$ cat config.mk
export PLATFORM = sky130hd
export DESIGN_NAME = bavg_fifo
export DESIGN_NICKNAME = d
export VERILOG_FILES = /design/src/hw/rtl/bavg_pkg.sv /design/src/hw/rtl/bavg_fifo.sv
export SDC_FILE = /design/constraint.sdc
export NUM_CORES = 1
export LEC_CHECK = 0
export BUFFER_PORTS_ARGS = -buffer_cell sky130_fd_sc_hd__buf_4
export CAP_MARGIN = 20
export CORE_ASPECT_RATIO = 0.9
export CORE_MARGIN = 2
export CORE_UTILIZATION = 40
export DETAILED_ROUTE_END_ITERATION = 7
export GPL_ROUTABILITY_DRIVEN = 0
export PLACE_DENSITY = 0.68
export SYNTH_ARGS = -nofsm -noshare
export SYNTH_HDL_FRONTEND = slang
export SYNTH_SLANG_ARGS = --single-unit
export TNS_END_PERCENT = 20
$ cat constraint.sdc
create_clock -name i_clk -period 7.1 [get_ports i_clk]
set_input_delay 0.71 -clock i_clk [delete_from_list [all_inputs] [get_ports i_clk]]
set_output_delay 0.71 -clock i_clk [all_outputs]
set_load 0.01 [all_outputs]
$ cat src/hw/rtl/bavg_pkg.sv
// ----------------------------------------------------------------------------
// bavg_pkg
// Shared constants and transaction types of the box average downscaler.
// ----------------------------------------------------------------------------
`default_nettype none

package bavg_pkg;

    // Largest source image the column sum store is sized for.
    localparam int MAX_WIDTH  = 4096;
    localparam int MAX_HEIGHT = 4096;

    // Field widths.
    localparam int SIZE_W    = 13;
    localparam int COORD_W   = 12;
    localparam int PIXEL_W   = 8;
    localparam int SUM_W     = 32;
    localparam int COUNT_W   = 25;

    // Configuration port.
    localparam int CFG_INDEX_W = 4;
    localparam logic [CFG_INDEX_W-1:0] REG_SOURCE_WIDTH  = 4'd0;
    localparam logic [CFG_INDEX_W-1:0] REG_SOURCE_HEIGHT = 4'd1;
    localparam logic [CFG_INDEX_W-1:0] REG_TARGET_WIDTH  = 4'd2;
    localparam logic [CFG_INDEX_W-1:0] REG_TARGET_HEIGHT = 4'd3;

    // Queue between the front end and the accumulator.
    localparam int QUEUE_PTR_W = 2;
    localparam int QUEUE_DEPTH = 1 << QUEUE_PTR_W;

    // One quotient bit per divider stage.
    localparam int DIV_STAGES = PIXEL_W;

    // Classified pixel, handed from the front end to the accumulator.
    typedef struct packed {
        logic [PIXEL_W-1:0] pixel;
        logic               seed;     // first pixel of its bin in this band
        logic               emit;     // last pixel of its bin
        logic [COUNT_W-1:0] count;    // pixels in the bin
        logic [COORD_W-1:0] bin_col;
        logic [COORD_W-1:0] bin_row;
        logic               last;
    } t_job;

    // Finished bin, handed from the accumulator to the divider.
    typedef struct packed {
        logic [SUM_W-1:0]   sum;
        logic [COUNT_W-1:0] count;
        logic [COORD_W-1:0] bin_col;
        logic [COORD_W-1:0] bin_row;
        logic               last;
    } t_avg_req;

endpackage

`default_nettype wire

$ cat src/hw/rtl/bavg_fifo.sv
// ----------------------------------------------------------------------------
// bavg_fifo
// Short first-word fall-through queue between front end and accumulator.
// ----------------------------------------------------------------------------
`default_nettype none

module bavg_fifo import bavg_pkg::*; (
    input  wire logic i_clk,
    input  wire logic i_rst_n,
    input  wire logic i_push,
    input  t_job      i_data,
    output logic      o_full,
    input  wire logic i_pop,
    output logic      o_valid,
    output t_job      o_data
);

    t_job                 r_mem [QUEUE_DEPTH];
    logic [QUEUE_PTR_W-1:0] r_wptr, r_rptr;
    logic [QUEUE_PTR_W:0]   r_count;
    logic                   do_push, do_pop;

    assign o_full  = (r_count == (QUEUE_PTR_W+1)'(QUEUE_DEPTH));
    assign o_valid = (r_count != '0);
    assign o_data  = r_mem[r_rptr];
    assign do_push = i_push && !o_full;
    assign do_pop  = i_pop && o_valid;

    // Pointers and fill count.
    always_ff @(posedge i_clk) begin
        if (!i_rst_n) begin
            r_wptr  <= '0;
            r_rptr  <= '0;
            r_count <= '0;
        end else begin
            if (do_push) begin
                r_wptr <= r_wptr + QUEUE_PTR_W'(1);
            end
            if (do_pop) begin
                r_rptr <= r_rptr + QUEUE_PTR_W'(1);
            end
            if (do_push && !do_pop) begin
                r_count <= r_count + (QUEUE_PTR_W+1)'(1);
            end else if (do_pop && !do_push) begin
                r_count <= r_count - (QUEUE_PTR_W+1)'(1);
            end
        end
    end

    // Storage.
    always_ff @(posedge i_clk) begin
        if (do_push) begin
            r_mem[r_wptr] <= i_data;
        end
    end

endmodule

`default_nettype wire

# Word-level counts from Yosys, hierarchy flattened

Memories as Yosys holds them, arrays and structs flattened. A register that Yosys moved wholly into a read port is not among the register bits.
Index checks and enable logic that the tools add are counted.
Widths: inputs -> output; s select.

Multipliers: 0
Bitwise operators: 0
Add/subtract/negate cells: 4
Reduce and logical (&&, ||, !) cells: 9
Order comparisons: 0
Div/mod/pow operators: 0
Muxes and demuxes: 6
Shift-type cells: 0
Equality and inequality tests: 1

Operator list:

| operator            | count |
|---|---|
| $mux 3              | 2 |
| $add 2x1->2 const B | 2 |
| $logic_and 1x1->1   | 4 |
| $mux 2              | 2 |
| $add 3x1->3 const B | 1 |
| $eq 3x3->1 const B  | 1 |
| $logic_not 1->1     | 3 |
| $reduce_bool 3->1   | 1 |
| $sub 3x1->3 const B | 1 |
| $mux 1              | 2 |
| $reduce_bool 2->1   | 1 |

Memories: 1
Memory bits (writable): 240
Output and inout bits: 62
Memory bits (read-only): 0
Logic and storage cells: 24
Bits in latches: 0
Flip-flop bits (word level): 7
Input bits: 64

Memories:

| name  | words | bits a word | read ports | clocked after Yosys merged registers in | wr ports | RTL line        | text |
|---|---|---|---|---|---|---|---|
| r_mem | 4     | 60          | 1          | 1                                       | 1        | bavg_fifo.sv:18 | `t_job r_mem [QUEUE_DEPTH];` |

# Longest topological paths before layout

Depth in word-level cells: 7
Depth in mapped cells: 9
Mapped depth without buffers: 8

# Worst setup path before layout

OpenSTA, ideal clock, no wires.

Path type: input -> register
Start: input port i_push
End: memory r_mem[0][0] (netlist name), enable pin
Arrival time: 2.415 ns
Cell stages on the path: 3
Required time: 6.676 ns
Library setup time: 0.424 ns
Path buffers: 1
Slack: 4.260 ns
Cells stage by stage: nor2b_1 > buf_2 > and2_1

Word-level cells in the longest chain between the ends: 3

RTL lines:

| element                      | RTL line        | text |
|---|---|---|
| from (decl)                  | bavg_fifo.sv:10 | `input wire logic i_push,` |
| $logic_and 1x1->1            | bavg_fifo.sv:26 | `assign do_push = i_push && !o_full;` |
| named net do_push            | bavg_fifo.sv:21 | `logic do_push, do_pop;` |
| $mux 1                       | bavg_fifo.sv:52 | `if (do_push) begin` |
| $mux 1 (implied by the code) | bavg_fifo.sv:53 | `r_mem[r_wptr] <= i_data;` |
| to (decl)                    | bavg_fifo.sv:18 |  |

The timed path passes the listed nets, and every way through them passes these cells.

==> flow_metrics.env <==
export IMPL_status="finished, final reports clean"
export IMPL_cts_resized=0
export IMPL_yosysWarnings=0
export IMPL_fin_crit_sh_pct=48.15
export IMPL_timing_rr_start="r_count[0]"
export IMPL_cts_tree="built"
export IMPL_top_usage_layer="met2"
export IMPL_dr_total_vias=4114
export IMPL_hp_start="i_data[21]"
export IMPL_met1_usage_pct=17.94
export IMPL_gr_total_overflow=0
export IMPL_post_cts_buffers=0
export IMPL_path_delay_family="buffers and inverters"
export IMPL_clk_pin_slew_ns=0.06
export IMPL_power_leakage_nw=3.743
export IMPL_start_util_pct=40.78
export IMPL_n_antenna_cell=0
export IMPL_mostFrequentLayoutCells="edfxtp_1, buf_4, mux4_2, clkbuf_16"
export IMPL_vdd_ir_drop_max_mv=0.2096
export IMPL_layout_min_cycle_time_ns=3.418
export IMPL_setup_violations=0
export IMPL_clock_latency_ns=0.54
export IMPL_multi_input_area_sq_um=1645
export IMPL_grt_max_degree=61
export IMPL_cts_buffers_inserted=27
export IMPL_seqPwrFrac_pct=45.9
export IMPL_grt_use_met3_pct=3.620
export IMPL_drive_above_1_share_pct=44.91
export IMPL_clockRootBuffer="clkbuf_16"
export IMPL_cap_violations=0
export IMPL_cts_buffer_depth=3
export IMPL_worst_slew_margin_rel_pct=34.70
export IMPL_slowest_delay_ns=0.76
export IMPL_combPwrFrac_pct=22.7
export IMPL_internal_power_mw=3.045
export IMPL_synth_top_area_cell="edfxtp_1"
export IMPL_avgSynthCellArea_sq_um=25.44
export IMPL_worst_pin_slew_ns=0.9795
export IMPL_drc=0
export IMPL_synthCells=362
export IMPL_fp_dieW_um=163.9
export IMPL_critPathRequiredTime_ns=6.39
export IMPL_rsz0062_at_grt="no"
export IMPL_end_kind="output port"
export IMPL_drt_iter0_markers=300
export IMPL_die_y_um=147.9
export IMPL_ctsHoldBuffers=0
export IMPL_register_area_sq_um=7395
export IMPL_synth_fp_nets=432
export IMPL_rows=52
export IMPL_clockPowerShare_pct=31.4
export IMPL_fill_cells=1818
export IMPL_finalHoldViolCount=0
export IMPL_ys_seq_elements=249
export IMPL_gr_usage_met2_pct=22.71
export IMPL_antenna_found_initial=0
export IMPL_die_area_sq_um=24250
export IMPL_htreeDepth=1
export IMPL_grt_pass1_wl_mm=25.14
export IMPL_ios=126
export IMPL_synth_distinct_cells=23
export IMPL_synth_top_area_share_pct=78.27
export IMPL_port_buffers=125
export IMPL_cp_max_fo=42
export IMPL_place_hpwl_mm=9.115
export IMPL_route_detailed_vias_per_inst=5.029
export IMPL_gr_usage_all_layers_pct=13.62
export IMPL_final_common_cell="edfxtp_1"
export IMPL_arrival_ns=2.71
export IMPL_wl_mm=16.26
export IMPL_fmax_mhz=292.5
export IMPL_power_density_nw_per_um2=366.3
export IMPL_path_class="reg2out"
export IMPL_seq_area_frac_synth_pct=80.23
export IMPL_crit_buf_inv=2
export IMPL_switching_share_pct=25.76
export IMPL_core_area_sq_um=22580
export IMPL_power_net_switching_mw=1.056
export IMPL_crit_slowest_cell="buf_4"
export IMPL_final_antenna_net_count=0
export IMPL_hold_path_class="in2reg"
export IMPL_startpoint_type="flop"
export IMPL_fin_skew_ns=0.01640
export IMPL_grt_pass1_vias=4597
export IMPL_clock_sinks=249
export IMPL_areaGrowthSynthToFinish_pct=21.62
export IMPL_path_cells="buf_4 > mux4_2 > buf_4"
export IMPL_netlist_area_sq_um=9208
export IMPL_slew_viol_final=0
export IMPL_wl_per_cell_um=19.87
export IMPL_fin_hold_ws_ns=0.3735
export IMPL_dr_pass1_iters=4
export IMPL_crit_top_cell="buf_4"
export IMPL_synth_area_leaders="edfxtp_1, mux4_2, dfxtp_1"
export IMPL_setup_tns_final_ns=0
export IMPL_final_net_count=571
[stage by stage]
stage                     cell area, sq um  setup WS (ns)  total power [mW]  utilization [%]  std cells
after floorplan                       9208          4.260             2.511                -        362
after global placement               10370          4.118             2.853            45.93        769
after detailed placement             10370          4.114             2.877            45.93        769
after CTS                            11200          3.548             4.176            49.60        818
after global routing                 11200          3.426             4.288            49.60        818
final                                11200          3.682             4.101            49.60        818
[registers in the layout, indices dropped and copies added, names as in the netlist, named ones only]
signal and flops:
r_count 3, r_wptr 2, r_rptr 2, r_mem 240
[routing by layer]
layer | vias up | part of all wire, %
li1 | 1817 | -
met1 | 2144 | 42
met2 | 125 | 49
met3 | 28 | 7.0
met4 | 0 | 1.9
met5 | - | 0
[synth_stat cells]
cell / count
o21ai_0: 1
nor3b_2: 1
buf_6: 1
mux4_2: 60
and2_1: 8
fa_1: 1
edfxtp_1: 240
buf_12: 6
xnor2_1: 3
buf_2: 7
dfxtp_1: 9
a21boi_0: 1
clkbuf_1: 1
o311ai_1: 1
mux2i_1: 3
buf_1: 1
inv_1: 3
ha_1: 5
xor2_1: 1
nor2b_1: 2
or3_1: 2
nand2_1: 4
o31ai_2: 1
[final timing paths]
kind                       end  slack (ns)  cells after the start
setup reg to reg    r_count[2]        4.45                      8
hold / removal    r_mem[3][21]        0.37                      1
hold reg to reg      r_wptr[1]        0.50                      2
setup / recovery    o_data[32]        3.68                      3
[power by group through the flow]
stage               combinational, mW  sequential [mW]  clock [mW]
detailed placement              0.955             1.92           0
global placement                0.943             1.91           0
global route                     1.00             1.91        1.38
CTS                             0.959             1.89        1.33
finish                          0.929             1.88        1.29
floorplan                       0.659             1.85           0
[area by class of cell]
| class | count | share of cell area [%] |
|---|---|---|
| Timing Repair Buffer | 126 | 8.447 |
| Sequential cell | 249 | 66.03 |
| Inverter | 3 | 0.1006 |
| Multi-Input combinational cell | 94 | 14.69 |
| Clock inverter | 16 | 1.173 |
| Clock buffer | 33 | 6.235 |
| Tap cell | 297 | 3.318 |
[logic make-up after synthesis]
| group | synth area share [%] |
|---|---|
| xor+xnor | 0.3806 |
| compound gates | 0.3669 |
| simple gates | 1.114 |
| buf+inv | 2.011 |
| mux | 15.00 |
| flops | 80.23 |
| fa+ha+maj | 0.8969 |
Power figures use the tool's default switching activity.
