$ cat src/hw/rtl/bavg_pkg.sv
// ----------------------------------------------------------------------------
// bavg_pkg
// Shared constants and transaction types of the box average downscaler.
// ----------------------------------------------------------------------------
`default_nettype none

package bavg_pkg;

    // Largest source image the column sum store is sized for.
    localparam int MAX_WIDTH  = 4096;
    localparam int MAX_HEIGHT = 4096;

    // Field widths.
    localparam int SIZE_W    = 13;
    localparam int COORD_W   = 12;
    localparam int PIXEL_W   = 8;
    localparam int SUM_W     = 32;
    localparam int COUNT_W   = 25;

    // Configuration port.
    localparam int CFG_INDEX_W = 4;
    localparam logic [CFG_INDEX_W-1:0] REG_SOURCE_WIDTH  = 4'd0;
    localparam logic [CFG_INDEX_W-1:0] REG_SOURCE_HEIGHT = 4'd1;
    localparam logic [CFG_INDEX_W-1:0] REG_TARGET_WIDTH  = 4'd2;
    localparam logic [CFG_INDEX_W-1:0] REG_TARGET_HEIGHT = 4'd3;

    // Queue between the front end and the accumulator.
    localparam int QUEUE_PTR_W = 2;
    localparam int QUEUE_DEPTH = 1 << QUEUE_PTR_W;

    // One quotient bit per divider stage.
    localparam int DIV_STAGES = PIXEL_W;

    // Classified pixel, handed from the front end to the accumulator.
    typedef struct packed {
        logic [PIXEL_W-1:0] pixel;
        logic               seed;     // first pixel of its bin in this band
        logic               emit;     // last pixel of its bin
        logic [COUNT_W-1:0] count;    // pixels in the bin
        logic [COORD_W-1:0] bin_col;
        logic [COORD_W-1:0] bin_row;
        logic               last;
    } t_job;

    // Finished bin, handed from the accumulator to the divider.
    typedef struct packed {
        logic [SUM_W-1:0]   sum;
        logic [COUNT_W-1:0] count;
        logic [COORD_W-1:0] bin_col;
        logic [COORD_W-1:0] bin_row;
        logic               last;
    } t_avg_req;

endpackage

`default_nettype wire

$ cat src/hw/rtl/bavg_front.sv
// ----------------------------------------------------------------------------
// bavg_front
// Configuration registers, bin step setup and raster position tracking.
// Classifies each accepted pixel and pushes it into the queue.
// ----------------------------------------------------------------------------
`default_nettype none

module bavg_front import bavg_pkg::*; (
    input  wire logic                   i_clk,
    input  wire logic                   i_rst_n,
    input  wire logic                   i_cfg_we,
    input  wire logic [CFG_INDEX_W-1:0] i_cfg_index,
    input  wire logic [SIZE_W-1:0]      i_cfg_data,
    input  wire logic                   i_valid,
    output logic                        o_ready,
    input  wire logic [PIXEL_W-1:0]     i_pixel_in,
    input  wire logic                   i_first_of_frame,
    output logic                        o_push,
    output t_job                        o_job,
    input  wire logic                   i_full
);

    typedef struct packed {
        logic [SIZE_W-1:0] num;
        logic [SIZE_W-1:0] rem;
    } t_dstep;

    // Size zero acts as one, sizes above the limit saturate.
    function automatic logic [SIZE_W-1:0] clamp_size(input logic [SIZE_W-1:0] v,
                                                     input logic [SIZE_W-1:0] hi);
        logic [SIZE_W-1:0] res;
        if (v == '0) begin
            res = SIZE_W'(1);
        end else if (v > hi) begin
            res = hi;
        end else begin
            res = v;
        end
        return res;
    endfunction

    // One step of a restoring division; the quotient shifts in from the right.
    function automatic t_dstep div_step(input t_dstep s, input logic [SIZE_W-1:0] den);
        logic [SIZE_W:0] t;
        t_dstep          res;
        t = {s.rem, s.num[SIZE_W-1]};
        if (t >= {1'b0, den}) begin
            res.rem = SIZE_W'(t - {1'b0, den});
            res.num = {s.num[SIZE_W-2:0], 1'b1};
        end else begin
            res.rem = t[SIZE_W-1:0];
            res.num = {s.num[SIZE_W-2:0], 1'b0};
        end
        return res;
    endfunction

    // Written register values.
    logic [SIZE_W-1:0]  r_cfg_sw, r_cfg_sh, r_cfg_tw, r_cfg_th;
    // Effective sizes, latched when the setup starts.
    logic [SIZE_W-1:0]  r_sw, r_sh, r_tw, r_th;
    // Bin step: quotient and remainder of source size over target size.
    logic [SIZE_W-1:0]  r_qc, r_qr;
    logic [COORD_W-1:0] r_rc, r_rr;
    // Setup sequencer.
    logic               r_pend, r_busy;
    logic [3:0]         r_step;
    t_dstep             r_cdiv, r_rdiv;
    // Raster position.
    logic [COORD_W-1:0] r_src_col, r_src_row, r_bin_col, r_bin_row;
    logic [COORD_W-1:0] r_col_start, r_row_start, r_col_rem, r_row_rem;
    logic [SIZE_W-1:0]  r_col_edge, r_row_edge;

    logic [SIZE_W-1:0]  sw_e, sh_e, tw_e, th_e;
    t_dstep             cdiv_nx, rdiv_nx;
    logic               accept;

    // Current position, with a frame start marker taking effect first.
    logic [COORD_W-1:0] c_src_col, c_src_row, c_bin_col, c_bin_row;
    logic [COORD_W-1:0] c_col_start, c_row_start, c_col_rem, c_row_rem;
    logic [SIZE_W-1:0]  c_col_edge, c_row_edge;
    // Next position.
    logic [COORD_W-1:0] n_src_col, n_src_row, n_bin_col, n_bin_row;
    logic [COORD_W-1:0] n_col_start, n_row_start, n_col_rem, n_row_rem;
    logic [SIZE_W-1:0]  n_col_edge, n_row_edge;

    logic [SIZE_W-1:0]   nc, nr, col_rsum, row_rsum, cw, rh;
    logic [2*SIZE_W-1:0] prod;

    // Effective sizes from the written registers.
    assign sw_e = clamp_size(r_cfg_sw, SIZE_W'(MAX_WIDTH));
    assign sh_e = clamp_size(r_cfg_sh, SIZE_W'(MAX_HEIGHT));
    assign tw_e = clamp_size(r_cfg_tw, sw_e);
    assign th_e = clamp_size(r_cfg_th, sh_e);

    assign cdiv_nx = div_step(r_cdiv, r_tw);
    assign rdiv_nx = div_step(r_rdiv, r_th);

    assign o_ready = !r_pend && !r_busy && !i_full;
    assign accept  = i_valid && o_ready;
    assign o_push  = accept;

    // Classification of the pixel and the position after it.
    always_comb begin
        if (i_first_of_frame) begin
            c_src_col   = '0;
            c_src_row   = '0;
            c_bin_col   = '0;
            c_bin_row   = '0;
            c_col_start = '0;
            c_row_start = '0;
            c_col_edge  = r_qc;
            c_row_edge  = r_qr;
            c_col_rem   = r_rc;
            c_row_rem   = r_rr;
        end else begin
            c_src_col   = r_src_col;
            c_src_row   = r_src_row;
            c_bin_col   = r_bin_col;
            c_bin_row   = r_bin_row;
            c_col_start = r_col_start;
            c_row_start = r_row_start;
            c_col_edge  = r_col_edge;
            c_row_edge  = r_row_edge;
            c_col_rem   = r_col_rem;
            c_row_rem   = r_row_rem;
        end

        nc   = {1'b0, c_src_col} + SIZE_W'(1);
        nr   = {1'b0, c_src_row} + SIZE_W'(1);
        cw   = c_col_edge - {1'b0, c_col_start};
        rh   = c_row_edge - {1'b0, c_row_start};
        prod = (2*SIZE_W)'(cw) * (2*SIZE_W)'(rh);

        o_job.pixel   = i_pixel_in;
        o_job.seed    = (c_src_row == c_row_start) && (c_src_col == c_col_start);
        o_job.emit    = (nc == c_col_edge) && (nr == c_row_edge);
        o_job.count   = prod[COUNT_W-1:0];
        o_job.bin_col = c_bin_col;
        o_job.bin_row = c_bin_row;
        o_job.last    = (({1'b0, c_bin_col} + SIZE_W'(1)) == r_tw)
                     && (({1'b0, c_bin_row} + SIZE_W'(1)) == r_th);

        n_src_col   = nc[COORD_W-1:0];
        n_src_row   = c_src_row;
        n_bin_col   = c_bin_col;
        n_bin_row   = c_bin_row;
        n_col_start = c_col_start;
        n_row_start = c_row_start;
        n_col_edge  = c_col_edge;
        n_row_edge  = c_row_edge;
        n_col_rem   = c_col_rem;
        n_row_rem   = c_row_rem;
        col_rsum    = {1'b0, c_col_rem} + {1'b0, r_rc};
        row_rsum    = {1'b0, c_row_rem} + {1'b0, r_rr};

        // Step into the next column bin inside the row.
        if ((nc == c_col_edge) && (nc < r_sw)) begin
            n_bin_col   = c_bin_col + COORD_W'(1);
            n_col_start = c_col_edge[COORD_W-1:0];
            if (col_rsum >= r_tw) begin
                n_col_rem  = COORD_W'(col_rsum - r_tw);
                n_col_edge = c_col_edge + r_qc + SIZE_W'(1);
            end else begin
                n_col_rem  = col_rsum[COORD_W-1:0];
                n_col_edge = c_col_edge + r_qc;
            end
        end

        // End of a source row.
        if (nc >= r_sw) begin
            n_src_col   = '0;
            n_bin_col   = '0;
            n_col_start = '0;
            n_col_edge  = r_qc;
            n_col_rem   = r_rc;
            n_src_row   = nr[COORD_W-1:0];
            if (nr >= r_sh) begin
                n_src_row   = '0;
                n_bin_row   = '0;
                n_row_start = '0;
                n_row_edge  = r_qr;
                n_row_rem   = r_rr;
            end else if (nr == c_row_edge) begin
                n_bin_row   = c_bin_row + COORD_W'(1);
                n_row_start = nr[COORD_W-1:0];
                if (row_rsum >= r_th) begin
                    n_row_rem  = COORD_W'(row_rsum - r_th);
                    n_row_edge = c_row_edge + r_qr + SIZE_W'(1);
                end else begin
                    n_row_rem  = row_rsum[COORD_W-1:0];
                    n_row_edge = c_row_edge + r_qr;
                end
            end
        end
    end

    // Registers, setup sequencer and position update.
    always_ff @(posedge i_clk) begin
        if (!i_rst_n) begin
            r_cfg_sw    <= SIZE_W'(1);
            r_cfg_sh    <= SIZE_W'(1);
            r_cfg_tw    <= SIZE_W'(1);
            r_cfg_th    <= SIZE_W'(1);
            r_sw        <= SIZE_W'(1);
            r_sh        <= SIZE_W'(1);
            r_tw        <= SIZE_W'(1);
            r_th        <= SIZE_W'(1);
            r_qc        <= SIZE_W'(1);
            r_qr        <= SIZE_W'(1);
            r_rc        <= '0;
            r_rr        <= '0;
            r_pend      <= 1'b0;
            r_busy      <= 1'b0;
            r_step      <= '0;
            r_src_col   <= '0;
            r_src_row   <= '0;
            r_bin_col   <= '0;
            r_bin_row   <= '0;
            r_col_start <= '0;
            r_row_start <= '0;
            r_col_edge  <= SIZE_W'(1);
            r_row_edge  <= SIZE_W'(1);
            r_col_rem   <= '0;
            r_row_rem   <= '0;
        end else if (i_cfg_we) begin
            // A valid write restarts the setup, which restarts the frame.
            case (i_cfg_index)
                REG_SOURCE_WIDTH: begin
                    r_cfg_sw <= i_cfg_data;
                    r_pend   <= 1'b1;
                    r_busy   <= 1'b0;
                end
                REG_SOURCE_HEIGHT: begin
                    r_cfg_sh <= i_cfg_data;
                    r_pend   <= 1'b1;
                    r_busy   <= 1'b0;
                end
                REG_TARGET_WIDTH: begin
                    r_cfg_tw <= i_cfg_data;
                    r_pend   <= 1'b1;
                    r_busy   <= 1'b0;
                end
                REG_TARGET_HEIGHT: begin
                    r_cfg_th <= i_cfg_data;
                    r_pend   <= 1'b1;
                    r_busy   <= 1'b0;
                end
                default: begin
                end
            endcase
        end else if (r_pend) begin
            r_pend      <= 1'b0;
            r_busy      <= 1'b1;
            r_step      <= '0;
            r_sw        <= sw_e;
            r_sh        <= sh_e;
            r_tw        <= tw_e;
            r_th        <= th_e;
            r_cdiv.num  <= sw_e;
            r_cdiv.rem  <= '0;
            r_rdiv.num  <= sh_e;
            r_rdiv.rem  <= '0;
        end else if (r_busy) begin
            r_cdiv <= cdiv_nx;
            r_rdiv <= rdiv_nx;
            r_step <= r_step + 4'd1;
            if (r_step == 4'(SIZE_W - 1)) begin
                r_busy      <= 1'b0;
                r_qc        <= cdiv_nx.num;
                r_rc        <= cdiv_nx.rem[COORD_W-1:0];
                r_qr        <= rdiv_nx.num;
                r_rr        <= rdiv_nx.rem[COORD_W-1:0];
                r_src_col   <= '0;
                r_src_row   <= '0;
                r_bin_col   <= '0;
                r_bin_row   <= '0;
                r_col_start <= '0;
                r_row_start <= '0;
                r_col_edge  <= cdiv_nx.num;
                r_row_edge  <= rdiv_nx.num;
                r_col_rem   <= cdiv_nx.rem[COORD_W-1:0];
                r_row_rem   <= rdiv_nx.rem[COORD_W-1:0];
            end
        end else if (accept) begin
            r_src_col   <= n_src_col;
            r_src_row   <= n_src_row;
            r_bin_col   <= n_bin_col;
            r_bin_row   <= n_bin_row;
            r_col_start <= n_col_start;
            r_row_start <= n_row_start;
            r_col_edge  <= n_col_edge;
            r_row_edge  <= n_row_edge;
            r_col_rem   <= n_col_rem;
            r_row_rem   <= n_row_rem;
        end
    end

endmodule

`default_nettype wire

$ cat config.mk
export PLATFORM = sky130hd
export DESIGN_NAME = bavg_front
export DESIGN_NICKNAME = d
export VERILOG_FILES = /design/src/hw/rtl/bavg_pkg.sv /design/src/hw/rtl/bavg_front.sv
export SDC_FILE = /design/constraint.sdc
export NUM_CORES = 2
export LEC_CHECK = 0
export ABC_AREA = 0
export BUFFER_PORTS_ARGS = -buffer_cell sky130_fd_sc_hd__buf_2
export CORE_AREA = 2 2 209 252
export CTS_BUF_LIST = sky130_fd_sc_hd__clkbuf_8
export DETAILED_ROUTE_END_ITERATION = 8
export DIE_AREA = 0 0 211 254
export PLACE_DENSITY = 0.77
export REMOVE_ABC_BUFFERS = 1
export SETUP_SLACK_MARGIN = 0.2
export SYNTH_ARGS = -nofsm -noshare
export SYNTH_HDL_FRONTEND = slang
export SYNTH_SLANG_ARGS = --single-unit
$ cat constraint.sdc
create_clock -name i_clk -period 19 [get_ports i_clk]
set_clock_uncertainty 0.05 [all_clocks]
set_input_delay 3.8 -clock i_clk [delete_from_list [all_inputs] [get_ports i_clk]]
set_output_delay 3.8 -clock i_clk [all_outputs]
set_load 0.005 [all_outputs]
; After elaboration in Yosys (flattened, before gate mapping)
; Index checks and enable logic that the tools add are counted.
; W data, S select, Z words.
[word_totals]
wordCells = 185
reg_bits = 334
out_inout_bits = 62
input_bits = 31
[op_classes]
n_bitwise = 2
reduce_logical = 28
addsub = 19
magnitude_cmp = 11
n_eq_ne = 12
multipliers = 1
muxes = 83
[op_table]
columns = cell, count
row1 = $mux W12, 47
row2 = $mux W13, 23
row3 = $mux W26, 4
row4 = $add A12 B1 Y13 const B, 4
row5 = $eq A13 B13 Y1, 4
row6 = $ge A13 B13 Y1, 4
row7 = $logic_not A13 Y1, 4
row8 = $ge A14 B13 Y1, 2
row9 = $mux W14, 2
row10 = $add A12 B12 Y13, 2
row11 = $add A13 B1 Y13 const B, 2
row12 = $add A13 B13 Y13, 2
row13 = $gt A13 B13 Y1, 2
row14 = $gt A13 B13 Y1 const B, 2
row15 = $sub A13 B12 Y13, 2
row16 = $sub A13 B13 Y13, 2
row17 = $mul A13 B13 Y25, 1
row18 = $add A12 B1 Y12 const B, 2
row19 = $eq A12 B12 Y1, 2
row20 = $sub A12 B12 Y12, 2
row21 = $reduce_and A2 Y1, 7
row22 = $lt A13 B13 Y1, 1
row23 = $eq A4 B2 Y1 const B, 2
row24 = $mux W4, 2
row25 = 14 further kinds, 29

; Longest topological paths before layout
[logic_depth]
word_depth = 9
ltp_mapped = 40
mapped_depth_nobuf = 33

; Worst setup path after synthesis
; No wires, ideal clock.
[synth_timing]
path_type = input port to output port
start = input port i_first_of_frame
end = output port o_job[48] in the netlist's numbering
stages = 37
setup_slack_ps = 2841
arrival_ps = 12309
path_buffers = 9
required_time_ps = 15150
cell_sequence = buf_6 buf_4 buf_6 buf_6 buf_2 clkbuf_1 clkbuf_1 clkbuf_1 o21ai_0 ha_1 o21ai_0 a21boi_0 o21ai_0 a21boi_0 o2111a_1 nor3_1 o31ai_1 clkbuf_1 a21oi_1 fa_1 inv_1 fa_1 inv_1 fa_1 fa_1 inv_1 fa_1 inv_1 ha_1 a21o_1 a41oi_1 o211ai_1 a31oi_1 nand2b_1 a21oi_1 o41ai_1 xnor2_1
[synth_lines]
columns = item, line
row1 = start: declaration, bavg_front.sv:17  ; input wire logic i_first_of_frame,
row2 = end: declaration, bavg_front.sv:19  ; output t_job o_job,

==> flow_summary.json <==
{
  "sequentialPowerShare": 0.440,
  "grt_max_degree": 76,
  "clk_pin_slew_ps": 70,
  "drive_above_1_share": 0.0866,
  "dp_slack_ps": 2520,
  "worstHoldPathType": "register to register",
  "drt-total-wl_mm": 94.0,
  "outcome": "finished, final reports clean",
  "fmax_mhz": 60.5,
  "hpwl_mm": 69.4,
  "grt.met1_usage": 0.424,
  "syn_avg_cell_area_um2": 8.10,
  "combPwrFrac": 0.126,
  "coreArea_um2": 51100,
  "power_mw": 1.65,
  "synth_edf_count": 52,
  "syn_inst": 3747,
  "viasPerCell": 6.38,
  "postSynth.asyncResetShare": 0,
  "fillCellCount": 4533,
  "avgRoutedWirePerCell_um": 21.2,
  "p_leak_nw": 13.4,
  "cts_max_path_buffers": 3,
  "grtUsageTotal": 0.346,
  "synth_warnings": 0,
  "cp.arrival_ps": 12670,
  "crit_slowest_cell": "xor2_1",
  "final_common_cell": "nand2_1",
  "antenna_found_initial": 2,
  "ir_worst_vdd_v": 0.0000576,
  "cap_viol_max_count": 0,
  "detailed_place.area_um2": 31100,
  "cts_tree": "done",
  "cp-end-kind": "output pin",
  "gp_congestion": 0.988,
  "num_rows": 91,
  "fin_tns_setup_ps": 0,
  "slew_violations": 0,
  "finalCritPeriodShare": 0.869,
  "stdcell_area_um2": 32400,
  "io_pins": 93,
  "firstDrtPassIters": 6,
  "synth_ff_type": "dfxtp_1",
  "grt_pass1_wl_mm": 147,
  "start_kind": "primary input",
  "die-area_um2": 53600,
  "clk_latency_ps": 640,
  "hold_buffers": 0,
  "ys_ff_latch": 334,
  "fin_nets": 4154,
  "min_period_ps": 16520,
  "power.internal_mw": 1.18,
  "cts_buffers": 54,
  "synth.distinct_cells": 107,
  "cp_max_fo": 59,
  "grtUsageMet2": 0.573,
  "gr-total-overflow": 0,
  "max-slew-margin-rel": 0.129,
  "crit_path_max_incr_delay_ps": 680,
  "hold_violations": 0,
  "final_cell_mix": "nand2_1, inv_1, nor2_1",
  "drtIter0Drc": 2641,
  "clkSinkCount": 334,
  "worst_slack_ps": 2480,
  "busiest_layer": "met2",
  "drc_errors": 0,
  "crit_type": "primary input to output pin",
  "ant_nets": 0,
  "h-tree-depth": 2,
  "p_sw_frac": 0.284,
  "grt_pass1_vias": 27200,
  "synth_area_um2": 30400,
  "powerDensity_nw_per_um2": 51.0,
  "p_clk_frac": 0.434,
  "start_util": 0.594,
  "cts_setup_buffers": 0,
  "postCtsResizedCells": 0,
  "chipHeight_um": 254,
  "utilization": 0.633,
  "critPathRequiredTime_ps": 15150,
  "cts-root-buf": "clkbuf_8",
  "syn_to_final_growth_pct": 6.64,
  "setup_viol": 0,
  "tightestPinTransition_ps": 1300,
  "grtUsageMet3": 0.0470,
  "ys_seq_area_frac": 0.237,
  "vias": 28300,
  "die_w_um": 211,
  "io_buffers": 76,
  "power_switching_mw": 0.469,
  "rsz0062_at_grt": "no"
}
[power by group through the flow]
stage / combinational (mW) / sequential [mW] / clock, mW
2_1_floorplan: 0.129 / 0.742 / 0
3_3_place_gp: 0.199 / 0.742 / 0
3_5_place_dp: 0.202 / 0.742 / 0
4_1_cts: 0.203 / 0.727 / 0.716
5_1_grt: 0.224 / 0.727 / 0.745
6_report: 0.208 / 0.727 / 0.716
[logic make-up after synthesis]
logic type	after synthesis	share of synthesized area
buffers and inverters	519	0.0679
adders and majority gates	382	0.190
AOI/OAI and AO/OA	885	0.192
xor gates and xnor gates	240	0.0724
and+or+nand+nor	1258	0.195
muxes	129	0.0451
DFF	334	0.237
[state kept, by name, summed over array words and instances, names as in the netlist, 13 cells and up]
| register | cells |
|---|---|
| r_cdiv | 26 |
| r_col_edge | 13 |
| r_cfg_sh | 13 |
| r_cfg_th | 13 |
| r_tw | 13 |
| r_qc | 13 |
| r_rdiv | 26 |
| r_th | 13 |
| r_cfg_tw | 13 |
| r_cfg_sw | 13 |
| r_sw | 13 |
| r_qr | 13 |
| r_row_edge | 13 |
| r_sh | 13 |
[final timing paths]
check              startpoint           end  slack [ps]  cells past startpoint
min              r_col_rem[0]  r_col_rem[0]         420                      2
min reg2reg      r_col_rem[0]  r_col_rem[0]         420                      2
max reg2reg           r_rr[0]  r_row_rem[6]       12940                     20
max          i_first_of_frame     o_job[48]        2480                     33
[through the flow]
| stage | hold slack (ps) | std cells |
|---|---|---|
| after global routing | 435 | 4438 |
| after CTS | 418 | 4437 |
| final | 419 | 4438 |
| after detailed placement | 400 | 4336 |
| after global placement | 396 | 4336 |
| after floorplan | 380 | 3565 |
[routing by layer]
layer  part of all wire  vias to the layer above  wire, um
met5            0.00018                        -        17
met4              0.068                        2      6370
met3              0.083                      356      7790
met2               0.46                     1445     43300
met1               0.39                    13400     36500
li1                   -                    13100         -
[synth_stat cells (15+ instances only)]
cell	count	area (um^2)
or2_2	16	100
o221ai_1	24	210
or3_1	23	144
o31ai_1	20	150
nand3_1	79	395
and2_1	21	131
inv_1	336	1260
dfxtp_1	282	5650
ha_1	252	3150
o21a_1	41	308
a22oi_1	37	278
mux2i_1	71	711
edfxtp_1	52	1560
a21o_1	41	308
clkbuf_1	137	514
nand2b_1	38	238
a211oi_1	33	248
o22ai_1	67	419
xnor2_1	160	1400
a31oi_1	45	282
nand2_1	451	1690
o211ai_1	34	255
a21oi_1	226	1130
nor2b_1	73	457
o21ai_0	150	751
and3_1	25	156
nor2_1	322	1210
nor4_1	32	200
fa_1	130	2600
nor3_1	77	385
mux2_2	55	619
buf_2	15	75.1
xor2_1	73	639
nand4_1	33	206
[layout make-up]
cell class / instances / area (um^2) / area share
antenna: 1 / 2.50 / 0.0000773
clock buffer: 68 / 936 / 0.0289
clock inverter: 33 / 283 / 0.00874
inverter: 337 / 1270 / 0.0392
multi-input combinational: 2894 / 21100 / 0.653
sequential: 334 / 7210 / 0.223
tap: 651 / 815 / 0.0252
timing repair buffer: 120 / 717 / 0.0221
[worst max-delay path, delay by kind of cell]
kind / cells / cell delay, ps
xor+xnor: 2 / 830
buf+inv: 8 / 1150
fa+ha+maj: 7 / 3240
simple gates: 4 / 750
compound gates: 12 / 2870
Power figures use the tool's default switching activity.
