--- src/hw/rtl/bavg_pkg.sv ---
// ----------------------------------------------------------------------------
// bavg_pkg
// Shared constants and transaction types of the box average downscaler.
// ----------------------------------------------------------------------------
`default_nettype none

package bavg_pkg;

    // Largest source image the column sum store is sized for.
    localparam int MAX_WIDTH  = 4096;
    localparam int MAX_HEIGHT = 4096;

    // Field widths.
    localparam int SIZE_W    = 13;
    localparam int COORD_W   = 12;
    localparam int PIXEL_W   = 8;
    localparam int SUM_W     = 32;
    localparam int COUNT_W   = 25;

    // Configuration port.
    localparam int CFG_INDEX_W = 4;
    localparam logic [CFG_INDEX_W-1:0] REG_SOURCE_WIDTH  = 4'd0;
    localparam logic [CFG_INDEX_W-1:0] REG_SOURCE_HEIGHT = 4'd1;
    localparam logic [CFG_INDEX_W-1:0] REG_TARGET_WIDTH  = 4'd2;
    localparam logic [CFG_INDEX_W-1:0] REG_TARGET_HEIGHT = 4'd3;

    // Queue between the front end and the accumulator.
    localparam int QUEUE_PTR_W = 2;
    localparam int QUEUE_DEPTH = 1 << QUEUE_PTR_W;

    // One quotient bit per divider stage.
    localparam int DIV_STAGES = PIXEL_W;

    // Classified pixel, handed from the front end to the accumulator.
    typedef struct packed {
        logic [PIXEL_W-1:0] pixel;
        logic               seed;     // first pixel of its bin in this band
        logic               emit;     // last pixel of its bin
        logic [COUNT_W-1:0] count;    // pixels in the bin
        logic [COORD_W-1:0] bin_col;
        logic [COORD_W-1:0] bin_row;
        logic               last;
    } t_job;

    // Finished bin, handed from the accumulator to the divider.
    typedef struct packed {
        logic [SUM_W-1:0]   sum;
        logic [COUNT_W-1:0] count;
        logic [COORD_W-1:0] bin_col;
        logic [COORD_W-1:0] bin_row;
        logic               last;
    } t_avg_req;

endpackage

`default_nettype wire

--- src/hw/rtl/bavg_div.sv ---
// ----------------------------------------------------------------------------
// bavg_div
// Pipelined restoring divider: one quotient bit per stage, bin sum over
// bin pixel count, stalling as a whole when the result is not taken.
// ----------------------------------------------------------------------------
`default_nettype none

module bavg_div import bavg_pkg::*; (
    input  wire logic          i_clk,
    input  wire logic          i_rst_n,
    input  wire logic          i_valid,
    output logic               o_ready,
    input  t_avg_req           i_req,
    output logic               o_valid,
    input  wire logic          i_ready,
    output logic [PIXEL_W-1:0] o_pixel,
    output logic [COORD_W-1:0] o_column,
    output logic [COORD_W-1:0] o_row,
    output logic               o_last
);

    typedef struct packed {
        logic [SUM_W-1:0]   rem;
        logic [COUNT_W-1:0] den;
        logic [PIXEL_W-1:0] quo;
        logic [COORD_W-1:0] bin_col;
        logic [COORD_W-1:0] bin_row;
        logic               last;
    } t_div_stage;

    t_div_stage r_stg [0:DIV_STAGES];
    t_div_stage n_stg [0:DIV_STAGES];
    logic       r_vld [0:DIV_STAGES];
    logic       en;

    assign en      = !r_vld[DIV_STAGES] || i_ready;
    assign o_ready = en;
    assign o_valid = r_vld[DIV_STAGES];
    assign o_pixel = r_stg[DIV_STAGES].quo;
    assign o_column = r_stg[DIV_STAGES].bin_col;
    assign o_row   = r_stg[DIV_STAGES].bin_row;
    assign o_last  = r_stg[DIV_STAGES].last;

    // The average never exceeds the pixel range, so eight quotient bits
    // from the top down cover it.
    always_comb begin
        logic [SUM_W-1:0] d;
        n_stg[0].rem     = i_req.sum;
        n_stg[0].den     = i_req.count;
        n_stg[0].quo     = '0;
        n_stg[0].bin_col = i_req.bin_col;
        n_stg[0].bin_row = i_req.bin_row;
        n_stg[0].last    = i_req.last;
        for (int k = 0; k < DIV_STAGES; k++) begin
            d = SUM_W'(r_stg[k].den) << (PIXEL_W - 1 - k);
            n_stg[k+1] = r_stg[k];
            if (r_stg[k].rem >= d) begin
                n_stg[k+1].rem = r_stg[k].rem - d;
                n_stg[k+1].quo[PIXEL_W-1-k] = 1'b1;
            end
        end
    end

    // Stage valid bits.
    always_ff @(posedge i_clk) begin
        if (!i_rst_n) begin
            for (int k = 0; k <= DIV_STAGES; k++) begin
                r_vld[k] <= 1'b0;
            end
        end else if (en) begin
            r_vld[0] <= i_valid;
            for (int k = 0; k < DIV_STAGES; k++) begin
                r_vld[k+1] <= r_vld[k];
            end
        end
    end

    // Stage payload.
    always_ff @(posedge i_clk) begin
        if (en) begin
            for (int k = 0; k <= DIV_STAGES; k++) begin
                r_stg[k] <= n_stg[k];
            end
        end
    end

endmodule

`default_nettype wire

--- config.mk ---
export PLATFORM = sky130hd
export DESIGN_NAME = bavg_div
export DESIGN_NICKNAME = d
export VERILOG_FILES = /design/src/hw/rtl/bavg_pkg.sv /design/src/hw/rtl/bavg_div.sv
export SDC_FILE = /design/constraint.sdc
export NUM_CORES = 1
export LEC_CHECK = 0
export BUFFER_PORTS_ARGS = -buffer_cell sky130_fd_sc_hd__buf_4
export CORE_MARGIN = 8
export CORE_UTILIZATION = 38
export DETAILED_ROUTE_END_ITERATION = 16
export PLACE_DENSITY = 0.66
export RECOVER_POWER = 50
export SLEW_MARGIN = 5
export SYNTH_ARGS = -nofsm -noshare
export SYNTH_HDL_FRONTEND = slang
export SYNTH_SLANG_ARGS = --single-unit
--- constraint.sdc ---
create_clock -name i_clk -period 21.8 [get_ports i_clk]
set_clock_uncertainty 0.1 [all_clocks]
set_input_delay 0 -clock i_clk [delete_from_list [all_inputs] [get_ports i_clk]]
set_output_delay 0 -clock i_clk [all_outputs]
set_load 0.005 [all_outputs]
* Yosys cells after proc, flatten, opt, wreduce, memory -nomap -nowiden *
Memories as Yosys holds them, arrays and structs flattened.
Index checks and enable logic that the tools add are counted.

storage, ports and cells
  register bits after elaboration = 0
  RAM bits = 819
  input bits = 86
  output and inout bits = 35
  logic and storage cells = 59
  memories = 2

cells by class
  $add $sub $neg = 8
  order comparisons = 8
  multiplexer cells = 30
  bitwise gates (word level) = 9
  reduce and logical (&&, ||, !) cells = 2

memory list
  memory  depth  bits a word  rd ports  clocked after memory_dff  write ports  RTL line        source
  r_stg   9      90           9         0                         9            bavg_div.sv:31  t_div_stage r_stg [0:DIV_STAGES];
  r_vld   9      1            9         0                         9            bavg_div.sv:33  logic r_vld [0:DIV_STAGES];

operators with widths
  operator                                      count
  2-to-1 mux 32 bit                             8
  greater-or-equal comparator 32 x 25 -> 1 bit  1
  greater-or-equal comparator 32 x 26 -> 1 bit  1
  greater-or-equal comparator 32 x 27 -> 1 bit  1
  greater-or-equal comparator 32 x 28 -> 1 bit  1
  greater-or-equal comparator 32 x 29 -> 1 bit  1
  greater-or-equal comparator 32 x 30 -> 1 bit  1
  greater-or-equal comparator 32 x 31 -> 1 bit  1
  greater-or-equal comparator 32 bit            1
  subtractor 32 x 25 -> 32 bit                  1
  subtractor 32 x 26 -> 32 bit                  1
  subtractor 32 x 27 -> 32 bit                  1
  subtractor 32 x 28 -> 32 bit                  1
  subtractor 32 x 29 -> 32 bit                  1
  subtractor 32 x 30 -> 32 bit                  1
  subtractor 32 x 31 -> 32 bit                  1
  subtractor 32 bit                             1
  2-to-1 mux 1 bit                              22
  bitwise OR 1 bit                              9
  zero test 1 bit                               1
  logical OR 1 bit                              1

* Depth between registers and ports, before layout *
Gate-level depths: netlist of the first run.
An unclocked memory read counts as a cell.

  depth after elaboration = 7
  depth in mapped cells = 14
  gate-level depth less buffers = 13

* Worst setup path before layout of the first run *
No wires, ideal clock.

  kind = register to register
  start = memory r_vld[8][0], in the netlist r_vld[0][8]
  end = memory r_vld[0][0] (data pin)
  setup time = 0.276 ns
  data arrival time = 21.546 ns
  setup slack = -0.122 ns
  cell stages (with the launch flop) = 4
  cells stage by stage = edfxtp_1 nand2b_1 clkbuf_1 and3_1

RTL lines
  element             RTL line
  start: declaration  bavg_div.sv:33

==> results of run 1 <==
==> worst register-to-register path, cell delays in order, from the launching register on <==
cell,delay [ns]
edfxtp_1,0.41
nand2b_1,2.01
clkbuf_1,5.55
buf_12,0.65
buf_4,1.07
==> power by group <==
| part | internal, mW | switching [mW] | leakage (nW) |
|---|---|---|---|
| sequential | 1.89 | 0.136 | 7.64 |
| clock | 0.780 | 0.532 | 1.26 |
| combinational | 0.751 | 0.881 | 7.62 |
==> kinds of logic (layout without fill, tap and decap cells) <==
kind of cell,Yosys count,in the layout,synth area share (%)
buf+inv,327,660,3.94
fa+ha+maj,207,207,7.63
mux,53,53,1.72
xor+xnor,168,168,4.25
simple gates,551,551,7.64
flops,726,726,63.0
compound gates,644,644,11.8
==> flip-flops by register name (all words and copies together) (netlist names) <==
signal	cells
r_vld	9
r_stg	717
==> layout by cell type, fill, tap and decap left out, types with 35 or more instances in the layout <==
master | Yosys | final
ha_1 | 200 | 200
xnor2_1 | 96 | 96
nor2_1 | 155 | 155
a21oi_1 | 224 | 223
a21o_1 | 116 | 116
mux2_2 | 52 | 52
clkbuf_4 | 0 | 104
xor2_1 | 72 | 72
inv_1 | 228 | 228
clkbuf_16 | 0 | 77
dlygate4sd3_1 | 0 | 160
edfxtp_1 | 726 | 726
nand3_1 | 36 | 36
o21ai_0 | 128 | 128
nand2_1 | 153 | 153
nor2b_1 | 35 | 35
==> area by class of cell <==
cell class	count	area (µm²)	area share (%)
clock inverter	46	594	1.46
timing repair buffer	290	2550	6.26
clock buffer	94	1990	4.88
tap	1176	1470	3.61
inverter	230	863	2.12
multi-input combinational	1623	11500	28.2
sequential	726	21800	53.5
==> metrics by stage <==
stage	instance area [µm²]	util [%]	power (mW)	hold WS, ns	cells
6_report	40800	45.2	4.97	0.0574	4185
5_1_grt	40800	45.2	5.29	0.0265	4185
4_1_cts	40800	45.3	5.01	0.00839	4185
3_5_place_dp	36600	40.7	3.65	0.0795	3885
3_3_place_gp	36600	40.7	3.63	0.0780	3885
2_1_floorplan	34600	-	3.30	-0.00113	2676
==> final timing paths <==
kind / endpoint / start / cells past startpoint
max: r_stg[0][638] / r_vld[0][8] / 4
min reg2reg: r_stg[0][301] / r_stg[0][211] / 0
min: r_stg[0][63] / i_req[55] / 2
max reg2reg: r_stg[0][638] / r_vld[0][8] / 4
==> repair_timing <==
item,4_1_cts,5_1_grt
hold endpoints to repair,100,0
resized for setup,0,0
hold buffers,160,0
==> metal layers <==
metal | track usage (%) | vias to the layer above
li1 | - | 10400
met1 | 14.5 | 9531
met2 | 20.2 | 388
met3 | 1.90 | 131
met4 | 5.00 | 0
met5 | 0 | -
==> impl_metrics.ini, run 1 <==
[run_status]
status = finished with violations
failed_checks = capacitance limit, slew limit

[route]
dr_wl_met2_um = 29200
dr_total_vias = 20500
avgRoutedWirePerCell_um = 14.6
viasPerCell = 4.89
routed.top_layer = met4
m1WireLength_um = 27800
ant_nets = 0
routed_wl_um = 61100
wl_met3_um = 2180
firstDrtPassIters = 6
drc_errors = 0
drt_iter0_markers = 1241

[clock_network]
insertion_delay_ns = 0.63
cts_setup_buffers = 0
path_clk_slew_ns = 0.06
cts_root_buf = clkbuf_16
cts_buffer_depth = 3
cts_tree = built
h-tree-depth = 3
cts_sinks = 726
cts-buffers-inserted = 77

[floorplanning]
die_area_um2 = 101000
die_w_um = 318
pin_count = 121
rows = 110
coreArea_um2 = 90100
die_y_um = 318
start_util_pct = 38.4

[grt]
grt_max_degree = 185
grt_pass1_vias = 20600
grt_pass1_wl_um = 100000
grt_overflow = 0
grt.total_usage_pct = 11.7
antenna_found_initial = 0

[synth]
synth_seq_area_share_pct = 63.0
syn_inst = 2676
ys_types = 77
syn_nets = 2969
async_reset_ff_share_pct = 0
ys_ff_latch = 726
synth_area_per_cell_um2 = 12.9
synth_top_area_share_pct = 63.0
synth_commonest_cells = edfxtp_1 (726), inv_1 (228), a21oi_1 (224)
ys_warn_count = 0
yosysTopAreaCell = edfxtp_1
yosys.cell_count.top_type = edfxtp_1
yosys-top-cells-area = edfxtp_1 (63%), ha_1 (7.2%), a21oi_1 (3.2%), a21o_1 (2.5%), inv_1 (2.5%)
syn_area_um2 = 34600
synth_flop_cell = edfxtp_1
synth_edf_count = 726

[final_layout]
syn2layout_area_growth_pct = 17.8
drive_gt1_share_pct = 10.4
layout.nets = 3241
nFillCells = 8008
diodes = 0

[worst_setup_path]
cp-start-kind = flip-flop
required_ns = 21.94
crit_type = flip-flop to flip-flop
rrSetupSlack_ns = 11.63
endpoint_kind = flip-flop
path_delay_family = buffers and inverters
cpPeakStageDelay_ns = 5.47
cp_slowest_cell = clkbuf_1
arrival_ns = 10.31
path_cells = nand2b_1, clkbuf_1, buf_12, buf_4
crit_path_max_fanout = 184
path_buf_inv = 3

[timing]
finalSetupViolations = 0
fmax_ghz = 0.0983
slew_violations = 228
relSlewSlack_pct = -410
setup_ws_ns = 11.63
fin_setup_tns_ns = 0
fin_crit_sh_pct = 46.7
rsz0062_at_grt = false
hold_viol = 0
tightestPinTransition_ns = 7.65
final.min_clock_period_ns = 10.17

[place]
port_buffers = 120
routabilityCongestion = 0.864
dpl_worst_slack_ns = 17.58
hpwlAfterDp_um = 41900

[power]
leakage_nw = 16.5
ir_drop_mv = 0.0673
cellPowerDensity_nw_per_um2 = 122

[worst_hold_path]
holdCritPathClass = primary input to flip-flop

[run]
drv_cap = 2
Note: power is estimated with default switching activity, not from simulation.
==> run 2: changes to the inputs <==
- PLACE_DENSITY: 0.66 -> 0.64
- clock period: 21.8 -> 9.5 ns (I/O delays scaled with it)
==> impl_metrics.ini, run 2 (same netlist as run 1, synthesis figures left out) <==
[run_status]
status = finished with violations
failed_checks = capacitance limit, slew limit

[timing]
fin_setup_tns_ns = 0
slew_violations = 47
hold_viol = 0
finalSetupViolations = 0
rsz0062_at_grt = false
fin_crit_sh_pct = 43.1
tightestPinTransition_ns = 2.05
final.min_clock_period_ns = 4.09
relSlewSlack_pct = -36.6
fmax_ghz = 0.244

[worst_setup_path]
path_buf_inv = 1
reg2regPathDepth = 12
required_ns = 9.73
path_depth = 12
reg2reg_from = r_stg[0][483]
crit_path_end = r_stg[0][629]
cpPeakStageDelay_ns = 0.59
path_delay_family = compound AO/OA/AOI/OAI gates
crit_type = flip-flop to flip-flop
path_common_cell = o31a_1
rrSetupSlack_ns = 5.41
crit_path_max_fanout = 41
worstSetupStartpoint = r_stg[0][483]
cp-start-kind = flip-flop
arrival_ns = 4.32
endpoint_kind = flip-flop
cp_slowest_cell = inv_2
path_cells = ha_1, fa_1, nor2b_1, o31a_1, o31a_1, nor2_1, o31ai_1, a21oi_1, inv_2, or2b_2, a2111oi_2, xor2_1
r2r-end = r_stg[0][629]

[final_layout]
syn2layout_area_growth_pct = 17.3
stdcell_count = 4189
fin_area_um2 = 40600
layout.nets = 3242
top_register = r_stg
drive_gt1_share_pct = 10.4
diodes = 0
nFillCells = 7953
final_cell_mix = edfxtp_1 (726), inv_1 (228), a21oi_1 (223)
final_core_util_pct = 45.0
seq_area_um2 = 21800
layout_commonest_cell = edfxtp_1
multi_input_area_um2 = 11500
reg_top3 = r_stg (717), r_vld (9)
largest_reg_flops = 717

[grt]
grt_max_degree = 187
grt.total_usage_pct = 11.8
grt_overflow = 0
antenna_found_initial = 0
grt_pass1_wl_um = 101000
grt_pass1_vias = 20500

[power]
p_clk_share_pct = 25.2
power_switching_mw = 3.53
cellPowerDensity_nw_per_um2 = 276
leakage_nw = 16.4
finalPower_mw = 11.2
seq_power_share_pct = 41.6
p_sw_share_pct = 31.5
power_frac_comb_pct = 33.3
intPower_mw = 7.69
ir_drop_mv = 0.150

[clock_network]
cts_sinks = 726
insertion_delay_ns = 0.60
cts_root_buf = clkbuf_16
cts_setup_buffers = 0
cts_buffer_depth = 3
path_clk_slew_ns = 0.06
holdBufCountCts = 158
h-tree-depth = 3
cts_tree = built
cts_resized = 0
cts-buffers-inserted = 79

[floorplanning]
die_y_um = 318
die_area_um2 = 101000
die_w_um = 318
pin_count = 121
coreArea_um2 = 90100
rows = 110
start_util_pct = 38.4

[route]
viasPerCell = 4.86
firstDrtPassIters = 5
dr_total_vias = 20400
routed_wl_um = 61100
ant_nets = 0
drc_errors = 0
drt_iter0_markers = 1113
avgRoutedWirePerCell_um = 14.6

[place]
placed_cells = 3886
hpwlAfterDp_um = 42600
routabilityCongestion = 0.875
port_buffers = 120
dpl_cell_area_um2 = 36600

[run]
drv_cap = 1

[worst_hold_path]
holdCritPathClass = primary input to flip-flop
-- run 2: cell count changes in the layout (fill, tap and decap cells not counted), sizes merged --
| cell | change |
|---|---|
| clkbuf | +1 |
| clkinvlp | +2 |
| clkinv | +9 |
| dlygate4sd3 | -2 |
| inv | -1 |
| buf | +2 |
| bufinv | -7 |
-- run 2: cell type report --
cell class / instances / area share [%]
clock buffers: 96 / 5.03
clock inverters: 49 / 0.943
inverters: 230 / 2.13
multi-input cells: 1623 / 28.3
flip-flops and latches: 726 / 53.7
well taps: 1176 / 3.62
repair buffers: 289 / 6.28
-- run 2: power by group through the flow --
stage,logic [mW],clock network [mW],registers (mW)
after global routing,4.20,3.05,4.73
after CTS,3.73,2.93,4.67
after floorplan,2.99,0,4.58
after detailed placement,3.65,0,4.73
after global placement,3.63,0,4.73
final,3.73,2.83,4.66
-- run 2: metrics by stage --
stage / hold slack (ns) / setup slack (ns)
after floorplan: -0.00113 / 3.16
after global placement: 0.0779 / 5.44
after detailed placement: 0.0793 / 5.40
after CTS: 0.00637 / 5.38
after global routing: 0.0323 / 5.15
final: 0.0586 / 5.41
-- run 2: how the worst min path moves through the flow --
stage	from	end	slack (ns)	cells past startpoint
floorplan	i_req[0]	r_stg[0][0]	-0.001	0
global placement	i_req[44]	r_stg[0][52]	0.08	1
detailed placement	i_req[5]	r_stg[0][5]	0.08	1
CTS	i_req[58]	r_stg[0][66]	0.006	2
global route	i_req[17]	r_stg[0][17]	0.03	2
finish	i_req[55]	r_stg[0][63]	0.06	2
-- run 2: metal layers --
metal,share of wire [%],global-route usage (%)
met5,0,0
met3,3.5,1.92
met4,2.9,4.48
met1,46,14.9
met2,47,20.2
-- run 2: worst reg2reg max path, stage by stage, from the launching register on --
cell and delay [ns]:
edfxtp_1 0.39, ha_1 0.26, fa_1 0.41, nor2b_1 0.15
o31a_1 0.19, o31a_1 0.22, nor2_1 0.07, o31ai_1 0.34
a21oi_1 0.22, inv_2 0.59, or2b_2 0.40, a2111oi_2 0.37
xor2_1 0.11
==> run 3: changes to the inputs <==
- clock period: 9.5 -> 4 ns (I/O delays scaled with it)
==> impl_metrics.ini, run 3 (same netlist as run 1, synthesis figures left out) <==
[place]
routabilityCongestion = 0.827
port_buffers = 120
dpl_cell_area_um2 = 37000
hpwlAfterDp_um = 43500
placed_cells = 3914

[final_layout]
top_register = r_stg
syn2layout_area_growth_pct = 18.5
largest_reg_flops = 717
layout_commonest_cell = edfxtp_1
reg_top3 = r_stg (717), r_vld (9)
stdcell_count = 4217
fin_area_um2 = 41000
layout.nets = 3276
diodes = 0
final_cell_mix = edfxtp_1 (726), inv_1 (228), a21oi_1 (223)
drive_gt1_share_pct = 11.1

[clock_network]
cts_tree = built
cts_root_buf = clkbuf_16
cts-buffers-inserted = 77
cts_sinks = 726
insertion_delay_ns = 0.62
cts_resized = 0
cts_buffer_depth = 3
path_clk_slew_ns = 0.06
h-tree-depth = 3

[timing]
relSlewSlack_pct = -47.8
rsz0062_at_grt = false
fin_crit_sh_pct = 89.5
hold_viol = 0
slew_violations = 39
fmax_ghz = 0.279
finalSetupViolations = 0
fin_setup_tns_ns = 0
final.min_clock_period_ns = 3.58
tightestPinTransition_ns = 2.22

[floorplanning]
die_w_um = 318
die_area_um2 = 101000
pin_count = 121
coreArea_um2 = 90100
die_y_um = 318
start_util_pct = 38.4
rows = 110

[grt]
grt_pass1_wl_um = 103000
grt_overflow = 0
top_usage_layer = met2
grt.met2_usage_pct = 20.1
antenna_found_initial = 0
grt_pass1_vias = 20500
use_met3_pct = 2.31
grt.total_usage_pct = 12.0
gr-usage-met1_pct = 15.7
grt_max_degree = 109

[worst_setup_path]
reg2regPathDepth = 12
r2r-end = r_stg[0][629]
rrSetupSlack_ns = 0.42
reg2reg_from = r_stg[0][483]
crit_path_max_fanout = 6
endpoint_kind = flip-flop
arrival_ns = 3.83
cp-start-kind = flip-flop
required_ns = 4.25
crit_type = flip-flop to flip-flop

[route]
routed_wl_um = 61700
dr_total_vias = 20600
avgRoutedWirePerCell_um = 14.6
ant_nets = 0
drt_iter0_markers = 1260
viasPerCell = 4.88
drc_errors = 0
firstDrtPassIters = 7

[power]
leakage_nw = 16.6
ir_drop_mv = 0.363
cellPowerDensity_nw_per_um2 = 653

[worst_hold_path]
hold_depth = 2
holdCritPathClass = primary input to flip-flop
min_delay_worst_endpoint = r_stg[0][60]
min_from = i_req[52]

[run_status]
failed_checks = capacitance limit, slew limit
status = finished with violations

[run]
drv_cap = 1
run 3: cell count changes in the layout (fill, tap and decap cells not counted), sizes merged:
cell         before  now
buf              15   40
dlygate4sd3     158  166
clkinv           38   32
clkbuf          212  208
clkinvlp          5    7
inv             233  235
bufinv            3    4
run 3: critical path, stage by stage (launching register included):
cell and delay [ns]:
edfxtp_1 0.42, ha_1 0.28, fa_1 0.43, nor2b_1 0.17, o31a_1 0.18, o31a_1 0.21, nor2_1 0.07, o31ai_1 0.31
a21oi_1 0.23, inv_2 0.09, or2b_2 0.34, a2111oi_2 0.37, xor2_1 0.12
run 3: power by group:
group	switching [mW]	internal (mW)	leakage (nW)
clock	2.91	3.84	1.15
combinational	4.77	4.17	7.84
sequential	0.759	10.3	7.64
total	8.44	18.3	16.6
run 3: per-stage QoR:
step / worst slack [ns] / total power [mW] / utilization (%) / hold slack [ns]
finish: 0.421 / 26.8 / 45.5 / 0.0621
global route: 0.134 / 28.6 / 45.5 / 0.0364
CTS: 0.390 / 27.1 / 45.5 / 0.00421
detailed placement: 0.411 / 20.0 / 41.0 / 0.0793
global placement: 0.542 / 19.9 / 41.0 / 0.0780
floorplan: 0.831 / 18.0 / - / -0.00113
run 3: routing by layer:
layer  wire (µm)  up-vias
li1            -    10500
met1       28600     9569
met2       29000      384
met3        2600      133
met4        1530        0
met5           0        -
run 3: worst max path at each step:
stage / slack (ns) / startpoint / depth (start not counted) / to
global route: 0.13 / r_vld[0][8] / 2 / r_stg[0][602]
detailed placement: 0.41 / r_stg[0][483] / 12 / r_stg[0][629]
global placement: 0.54 / r_stg[0][483] / 12 / r_stg[0][627]
CTS: 0.39 / r_stg[0][483] / 12 / r_stg[0][629]
floorplan: 0.83 / r_stg[0][154] / 13 / r_stg[0][268]
finish: 0.42 / r_stg[0][483] / 12 / r_stg[0][629]
run 3: area by class of cell:
class	count	area [µm²]
fillers	7970	49100
clock buffers	89	1970
flip-flops and latches	726	21800
multi-input cells	1623	11500
well taps	1176	1470
repair buffers	325	2970
clock inverters	48	437
inverters	230	863
run 3: timing repair:
action | CTS | global route
hold buffers | 166 | 0
setup buffers | 0 | 0
hold endpoints to repair | 100 | 0
